File: src/hw/rtl/fdds_pkg.sv
// shared types, constants and elaboration-time helpers for the display scan
// no dependencies
`default_nettype none

package fdds_pkg;

	localparam int NUM_W          = 14;
	localparam int BCD_W          = 4;
	localparam int SEL_W          = 4;
	localparam int MAX_DIGITS     = 4;
	localparam int DIGIT_COUNT_DEF = 4;
	localparam int STEP_W         = 3;
	localparam int DIGITS_W       = BCD_W * MAX_DIGITS;

	// floor(x / 10) == (x * 52429) >> 19 for every x below 2**14
	localparam int RECIP_W        = 16;
	localparam int RECIP_SHIFT    = 19;
	localparam logic [RECIP_W-1:0] RECIP_TEN = 16'd52429;

	typedef enum logic {
		PHASE_ENABLE  = 1'b0,
		PHASE_DISABLE = 1'b1
	} phase_t;

	typedef struct packed {
		logic [NUM_W-1:0]    value;
		logic [DIGITS_W-1:0] digits;
	} pipe_t;

	// digit count limited to the available select lines
	function automatic int eff_digits(input int n);
		int r;
		r = n;
		if (r < 1) r = 1;
		if (r > MAX_DIGITS) r = MAX_DIGITS;
		return r;
	endfunction

	function automatic int pow10(input int n);
		int r;
		r = 1;
		for (int i = 0; i < MAX_DIGITS; i++) begin
			if (i < n) r = r * 10;
		end
		return r;
	endfunction

endpackage

`default_nettype wire

File: src/hw/rtl/four_digit_display_scan.sv
// four-digit multiplexed bcd display scan, top level
// a number passes the input register, one register per digit stage and the sequencer
// before its first scan step shows. the output sequencer gives one scan step per cycle
// while out_stall is low, two per digit; numbers enter every cycle until the digit
// pipeline is full. arst_n clears all valid bits and the sequencer at once
// depends on fdds_pkg, fdds_digit_stage, fdds_scan_seq
`default_nettype none

module four_digit_display_scan
	import fdds_pkg::*;
#(
	parameter int DIGIT_COUNT = DIGIT_COUNT_DEF
) (
	input  wire logic             clk,
	input  wire logic             arst_n,
	input  wire logic             in_valid,
	output logic                  in_stall,
	input  wire logic [NUM_W-1:0] number,
	output logic                  out_valid,
	input  wire logic             out_stall,
	output logic [SEL_W-1:0]      select_lines,
	output logic [BCD_W-1:0]      bcd_value,
	output logic                  phase,
	output logic                  last
);

	// digits actually scanned, bounded by the four select lines
	localparam int EFF = eff_digits(DIGIT_COUNT);
	// smallest number that no longer fits on the display
	localparam logic [NUM_W:0] LIMIT = (NUM_W+1)'(pow10(EFF));

	// stage 1: input register, out-of-range numbers are dropped here
	logic             valid_s1;
	logic [NUM_W-1:0] number_s1;
	logic             in_range;

	// handshake chain through the digit stages, index 0 is stage 1
	logic  valid_c [EFF+1];
	logic  ready_c [EFF+1];
	pipe_t pipe_c  [EFF+1];

	assign in_range = ({1'b0, number} < LIMIT);
	assign in_stall = !(!valid_s1 || ready_c[0]);

	always_ff @(posedge clk or negedge arst_n) begin
		if (!arst_n) begin
			valid_s1 <= 1'b0;
		end else if (!in_stall) begin
			valid_s1 <= in_valid && in_range;
		end
	end

	always_ff @(posedge clk) begin
		if (!in_stall && in_valid) begin
			number_s1 <= number;
		end
	end

	assign valid_c[0]         = valid_s1;
	assign pipe_c[0].value    = number_s1;
	assign pipe_c[0].digits   = '0;

	// one stage per digit, units digit first
	for (genvar g = 0; g < EFF; g++) begin : g_digit
		fdds_digit_stage #(
			.DIGIT_POS(g)
		) u_stage (
			.clk      (clk),
			.arst_n   (arst_n),
			.in_valid (valid_c[g]),
			.in_ready (ready_c[g]),
			.in_pipe  (pipe_c[g]),
			.out_valid(valid_c[g+1]),
			.out_ready(ready_c[g+1]),
			.out_pipe (pipe_c[g+1])
		);
	end

	// sequencer holds one number's digits and walks its scan steps
	fdds_scan_seq #(
		.DIGIT_COUNT(DIGIT_COUNT)
	) u_seq (
		.clk         (clk),
		.arst_n      (arst_n),
		.in_valid    (valid_c[EFF]),
		.in_ready    (ready_c[EFF]),
		.in_digits   (pipe_c[EFF].digits),
		.out_valid   (out_valid),
		.out_stall   (out_stall),
		.select_lines(select_lines),
		.bcd_value   (bcd_value),
		.phase       (phase),
		.last        (last)
	);

endmodule

`default_nettype wire

File: src/hw/rtl/fdds_digit_stage.sv
// one pipeline stage that peels the next decimal digit off the value
// depends on fdds_pkg
`default_nettype none

module fdds_digit_stage
	import fdds_pkg::*;
#(
	parameter int DIGIT_POS = 0
) (
	input  wire logic  clk,
	input  wire logic  arst_n,
	input  wire logic  in_valid,
	output logic       in_ready,
	input  wire pipe_t in_pipe,
	output logic       out_valid,
	input  wire logic  out_ready,
	output pipe_t      out_pipe
);

	logic [NUM_W+RECIP_W-1:0] prod;
	logic [NUM_W-1:0]         quo;
	logic [NUM_W-1:0]         rem;
	pipe_t                    next_pipe;
	logic                     valid_s2;
	pipe_t                    pipe_s2;

	// divide by ten through the reciprocal, remainder by shift and subtract
	always_comb begin
		prod      = {{RECIP_W{1'b0}}, in_pipe.value} * {{NUM_W{1'b0}}, RECIP_TEN};
		quo       = NUM_W'(prod >> RECIP_SHIFT);
		rem       = in_pipe.value - (quo << 3) - (quo << 1);
		next_pipe = in_pipe;
		next_pipe.value = quo;
		next_pipe.digits[DIGIT_POS*BCD_W +: BCD_W] = rem[BCD_W-1:0];
	end

	assign in_ready = !valid_s2 || out_ready;

	always_ff @(posedge clk or negedge arst_n) begin
		if (!arst_n) begin
			valid_s2 <= 1'b0;
		end else if (in_ready) begin
			valid_s2 <= in_valid;
		end
	end

	always_ff @(posedge clk) begin
		if (in_ready && in_valid) begin
			pipe_s2 <= next_pipe;
		end
	end

	assign out_valid = valid_s2;
	assign out_pipe  = pipe_s2;

endmodule

`default_nettype wire

File: src/hw/rtl/fdds_scan_seq.sv
// output sequencer: two scan steps per digit, units digit first
// depends on fdds_pkg
`default_nettype none

module fdds_scan_seq
	import fdds_pkg::*;
#(
	parameter int DIGIT_COUNT = DIGIT_COUNT_DEF
) (
	input  wire logic                clk,
	input  wire logic                arst_n,
	input  wire logic                in_valid,
	output logic                     in_ready,
	input  wire logic [DIGITS_W-1:0] in_digits,
	output logic                     out_valid,
	input  wire logic                out_stall,
	output logic [SEL_W-1:0]         select_lines,
	output logic [BCD_W-1:0]         bcd_value,
	output logic                     phase,
	output logic                     last
);

	localparam int EFF = eff_digits(DIGIT_COUNT);
	localparam logic [STEP_W-1:0] LAST_STEP = STEP_W'(2 * EFF - 1);

	logic [DIGITS_W-1:0] digits_q;
	logic [STEP_W-1:0]   step_q;
	logic                busy_q;
	logic                xfer;
	logic [1:0]          idx;
	logic [SEL_W-1:0]    onehot;

	assign xfer     = busy_q && !out_stall;
	assign last     = (step_q == LAST_STEP);
	assign in_ready = !busy_q || (xfer && last);

	always_ff @(posedge clk or negedge arst_n) begin
		if (!arst_n) begin
			busy_q <= 1'b0;
			step_q <= '0;
		end else if (in_ready && in_valid) begin
			busy_q <= 1'b1;
			step_q <= '0;
		end else if (xfer) begin
			if (last) begin
				busy_q <= 1'b0;
				step_q <= '0;
			end else begin
				step_q <= step_q + STEP_W'(1);
			end
		end
	end

	always_ff @(posedge clk) begin
		if (in_ready && in_valid) begin
			digits_q <= in_digits;
		end
	end

	always_comb begin
		idx    = step_q[STEP_W-1:1];
		onehot = SEL_W'(1) << idx;
		phase  = step_q[0];
		if (phase == PHASE_ENABLE) begin
			select_lines = ~onehot;
		end else begin
			select_lines = onehot;
		end
		bcd_value = digits_q[idx*BCD_W +: BCD_W];
	end

	assign out_valid = busy_q;

endmodule

`default_nettype wire
File: config.mk
export PLATFORM = sky130hd
export DESIGN_NAME = four_digit_display_scan
export DESIGN_NICKNAME = d
export VERILOG_FILES = /design/src/hw/rtl/fdds_pkg.sv /design/src/hw/rtl/four_digit_display_scan.sv /design/src/hw/rtl/fdds_digit_stage.sv /design/src/hw/rtl/fdds_scan_seq.sv
export SDC_FILE = /design/constraint.sdc
export NUM_CORES = 1
export LEC_CHECK = 0
export BUFFER_PORTS_ARGS = -buffer_cell sky130_fd_sc_hd__buf_4
export CORE_MARGIN = 10
export CORE_UTILIZATION = 50
export DETAILED_ROUTE_END_ITERATION = 16
export MAX_ROUTING_LAYER = met4
export PLACE_DENSITY = 0.66
export SETUP_SLACK_MARGIN = 0.2
export SLEW_MARGIN = 20
export SYNTH_ARGS = -nofsm -noshare
export SYNTH_HDL_FRONTEND = slang
export SYNTH_HIERARCHICAL = 1
export SYNTH_SLANG_ARGS = --single-unit
File: constraint.sdc
create_clock -name clk -period 14.8 [get_ports clk]
set_input_delay 0.74 -clock clk [delete_from_list [all_inputs] [get_ports clk]]
set_output_delay 0.74 -clock clk [all_outputs]
set_load 0.01 [all_outputs]
**Word level (Yosys, flattened, before mapping)**

Cells that the tools add are included.

- Reduce and logical (&&, ||, !) cells: 26
- Shift-type cells: 2
- Mux-type cells: 7
- Order comparisons: 1
- Add/subtract/negate cells: 9
- Eq/ne operators: 1
- $mul: 4
- Bitwise gates (word level): 1

Operators with widths:

| cell | number |
|---|---|
| $sub 4x4->4 | 8 |
| $mul 14x16->30 const B | 1 |
| $mul 11x16->27 const B | 1 |
| $mul 8x16->24 const B | 1 |
| $mul 5x16->21 const B | 1 |
| $shiftx 16x5->4 | 1 |
| $lt 14x14->1 const B | 1 |
| $logic_and 1x1->1 | 9 |
| $mux 3 | 3 |
| $logic_not 1->1 | 8 |
| $logic_or 1x1->1 | 6 |
| $mux 4 | 1 |
| $not 4->4 | 1 |
| $reduce_bool 2->1 | 2 |
| $shl 1x2->4 const A | 1 |
| $add 3x1->3 const B | 1 |
| $eq 3x3->1 const B | 1 |
| $mux 1 | 3 |
| $reduce_and 2->1 | 1 |

- Input port bits: 18
- Logic and storage cells: 67
- Register bits after elaboration: 103

**Depth between registers and ports, before layout**

- Word-level depth: 10
- Depth in mapped cells: 24

**By module**

The synthesis kept the hierarchy.

By module, submodules not included:

| module | cells an instance | sequential area each (um2) | area an instance (um2) | instances |
|---|---|---|---|---|
| fdds_digit_stage at g_digit[2].u_stage | 413 | 835.8 | 4,454.3 | 1 |
| fdds_digit_stage at g_digit[3].u_stage | 402 | 835.8 | 4,386.7 | 1 |
| fdds_digit_stage at g_digit[0].u_stage | 387 | 835.8 | 4,301.6 | 1 |
| fdds_digit_stage at g_digit[1].u_stage | 367 | 835.8 | 4,187.8 | 1 |
| fdds_scan_seq | 52 | 580.6 | 887.1 | 1 |
| four_digit_display_scan | 25 | 445.4 | 504.2 | 1 |

**Least setup slack after synthesis**

OpenSTA, ideal clock, no wires.

- Kind: reg2reg
- From: register g_digit[0].u_stage.pipe_s2 (netlist bit g_digit[0].u_stage/out_pipe[24])
- To: register g_digit[1].u_stage.pipe_s2 (netlist bit g_digit[1].u_stage/out_pipe[7]), data pin
- Stages on the path, launching flop included: 20
- Arrival time: 5.428 ns
- Path buffers: 0
- Required time: 14.532 ns
- Path slack: 9.105 ns
- Library setup time: 0.268 ns
- Cells stage by stage: edfxtp_1 -> ha_1 -> inv_1 -> fa_1 -> fa_1 -> fa_1 -> inv_1 -> fa_1 -> inv_1 -> fa_1 -> inv_1 -> ha_1 -> a21o_1 -> a211o_1 -> nor4_2 -> o221ai_2 -> xor2_1 -> ha_1 -> xor2_1 -> xnor3_1

- Elaborated cells on any way between the ends: 3
- Those cells by class: add/sub (2); mul (1)

RTL lines:

| item | RTL line | RTL |
|---|---|---|
| start: declaration | fdds_digit_stage.sv:25 | `pipe_t pipe_s2;` |
| start signal: assignment | fdds_digit_stage.sv:49 | `pipe_s2 <= next_pipe;` |
| $mul 11x16->27 | fdds_digit_stage.sv:29 | `prod = {{RECIP_W{1'b0}}, in_pipe.value} * {{NUM_W{1'b0}}, RECIP_TEN};` |
| via g_digit[1].u_stage.prod[20] | fdds_digit_stage.sv:20 | `logic [NUM_W+RECIP_W-1:0] prod;` |
| $sub 4x4->4 | fdds_digit_stage.sv:31 | `rem = in_pipe.value - (quo << 3) - (quo << 1);` |
| via g_digit[1].u_stage.rem[3] | fdds_digit_stage.sv:22 | `logic [NUM_W-1:0] rem;` |
| end signal: assignment | fdds_digit_stage.sv:49 |  |
| end: declaration | fdds_digit_stage.sv:25 |  |

The timed path passes the listed nets, and every way through them passes these cells.
A chain may end at the register's enable or synchronous reset.

**Worst setup path after layout**

- From: register number_s1[8]
- To: register g_digit[0].u_stage.pipe_s2 (netlist bit g_digit[0].u_stage/out_pipe[3]), data pin

- Elaborated cells on any way between the ends: 3
- Those cells by class: add/sub (2); mul (1)

RTL lines:

| item | RTL line | RTL |
|---|---|---|
| start: declaration | four_digit_display_scan.sv:34 | `logic [NUM_W-1:0] number_s1;` |
| start signal: assignment | four_digit_display_scan.sv:55 | `number_s1 <= number;` |
| $mul 14x16->30 | fdds_digit_stage.sv:29 |  |
| via g_digit[0].u_stage.prod[20] | fdds_digit_stage.sv:20 |  |
| $sub 4x4->4 | fdds_digit_stage.sv:31 |  |
| via g_digit[0].u_stage.rem[3] | fdds_digit_stage.sv:22 |  |

The timed path passes the listed nets, and every way through them passes these cells.

==> impl_results.md <==
- CTS Hold Bufs: 0
- Antenna cells: 0
- Die W: 203.4 µm
- Crit-path cells: ha_1 > inv_1 > fa_1 > fa_1 > fa_1 > inv_1 > fa_1 > inv_1 > fa_1 > inv_1 > ha_1 > nand4_1 > a2111oi_2 > a31oi_2 > nand2_1 > xor2_1 > ha_1 > nand2_1 > a31oi_1 > a31oi_1 > xnor2_1
- Fin. Hold Viols: 0
- Dpl hpwl: 28.43 mm
- Finished Layout Cells: 1995
- Setup CP Type: reg2reg
- CTS tree: done
- Top Ports: 30
- Antenna violations before repair: 0
- First-pass GRT wire length: 54.79 mm
- Req. time, crit path: 14.90 ns
- Placed insts: 1979
- Slew Limit Fails: 0
- Multi-input logic area: 0.01201 mm²
- Starting DRC count in detailed routing: 399
- Worst-Skew Late Latency: 0.36 ns
- Mapped Cells: 1510
- Critical Path Start Type: flop
- Tot GR Track Use: 0.1675
- Max Clock Freq: 166.4 MHz
- H-tree depth: 3
- Critical Path End Type: flop
- Setup Fix Bufs, Post-CTS: 0
- Routed wire length: 31.54 mm
- Wirelength per Cell: 15.81 µm
- Cell Rows: 67
- Final nets: 2166
- RSZ-0062 raised after global routing: false
- Die H: 203.4 µm
- Post-Syn Area: 0.01682 mm²
- Core area: 0.03336 mm²
- Max cap viols: 0
- Total number of vias: 10200
- Final setup fails: 0
- Most common cell on crit path: fa_1
- Reg clk slew, reported paths: 0.07 ns
- Setup total negative slack: 0 ns
- Max incr delay on CP: 0.61 ns
- CP max-delay cell: fa_1
- Worst-path maximum fanout: 5
- Clock Path Buffers: 2
- FILL cells: 2958
- Drt drc: 0
- Vias in the first global route: 11280
- Tcrit/Tclk final: 0.4061
- CTS Buf Count: 9
- Global route total overflow: 0
- Clock skew: 0.01122 ns
- Initial Utilization: 0.5040
- Die area: 0.04137 mm²
- ANT nets after route: 0
- YS warnings: 6
- WHS: 0.1923 ns
- DR pass1 iterations: 5
- Commonest non-fill, non-tap cell in the layout: ha_1
- Status: complete, no violations
- Post_cts resized: 0
- Largest net degree at the start of global routing: 24
- Clk sinks: 112
- Layout cells sized above 1: 0.05236
- Slew of the pin with the lowest slew margin: 0.9128 ns
- Port Buf Inserts: 29
- Min-delay worst type: in2async
- Area delta synth->final: 5.766%
- Mapped Avg Cell Area: 11.14 µm²
- Slew headroom: 0.3915
- Clk Tree Root Cell: clkbuf_16
- Critical Path AT: 6.12 ns
- Most frequent cells in the layout: 394 x ha_1, 371 x inv_1, 212 x fa_1
- Via-to-Cell Ratio: 5.112
- Util after Layout: 0.5331
- Final min period: 6.011 ns
- Gp weighted congestion: 0.8984
- Storage cell area: 0.003318 mm²
[stage by stage]
stage | setup slack [ns] | area, µm²
final | 8.789 | 17790
after global routing | 8.460 | 17790
after detailed placement | 8.778 | 17500
after CTS | 8.766 | 17780
after floorplan | 9.105 | 16840
after global placement | 8.878 | 17500
[worst max-delay path, delay by kind of cell, from the launching register on]
family | cells | cell delay [ns]
XOR/XNOR | 2 | 0.27
AO/OA/AOI/OAI | 4 | 0.84
buffers and inverters | 4 | 0.20
flip-flops | 1 | 0.49
AND/OR/NAND/NOR | 3 | 0.37
adder cells (fa/ha/maj) | 8 | 3.59
[registers in the layout, summed over array words and instances (netlist names)]
signal / flops
g_digit.u_stage/out_pipe: 73
g_digit.u_stage/out_valid: 4
number_s1: 14
u_seq/digits_q: 16
u_seq/out_valid: 1
u_seq/step_q: 3
valid_s1: 1
[cell type report]
type | count | area share
timing repair buffer | 30 | 0.01266
tap | 448 | 0.03152
clock buffer | 12 | 0.01386
clock inverter | 4 | 0.002040
inverter | 371 | 0.07830
sequential | 112 | 0.1866
multi-input combinational | 1018 | 0.6751
[per-layer routing]
layer  global-route usage  part of all wire  vias up
li1                     -                 -     5056
met1               0.2042              0.45     5015
met2               0.2948              0.51       91
met3              0.01555             0.018       37
met4              0.03944             0.018        0
met5                    -                 0        -
[final timing paths]
| check | startpoint | endpoint | slack (ns) | depth (start not counted) |
|---|---|---|---|---|
| worst max-delay path | number_s1[8] | g_digit[0].u_stage/out_pipe[3] | 8.79 | 21 |
| worst min-delay path | arst_n | u_seq/step_q[2] | 0.19 | 1 |
| worst min register to register | g_digit[3].u_stage/out_pipe[4] | u_seq/digits_q[4] | 0.41 | 0 |
| worst max register to register | number_s1[8] | g_digit[0].u_stage/out_pipe[3] | 8.79 | 21 |
| max in group asynchronous | arst_n | g_digit[3].u_stage/out_valid | 14.47 | 1 |
| min in group clk | g_digit[3].u_stage/out_pipe[4] | u_seq/digits_q[4] | 0.41 | 0 |
Power is not shown: default switching activity piles up to over one toggle a cycle in this logic, so the estimate is an artifact.
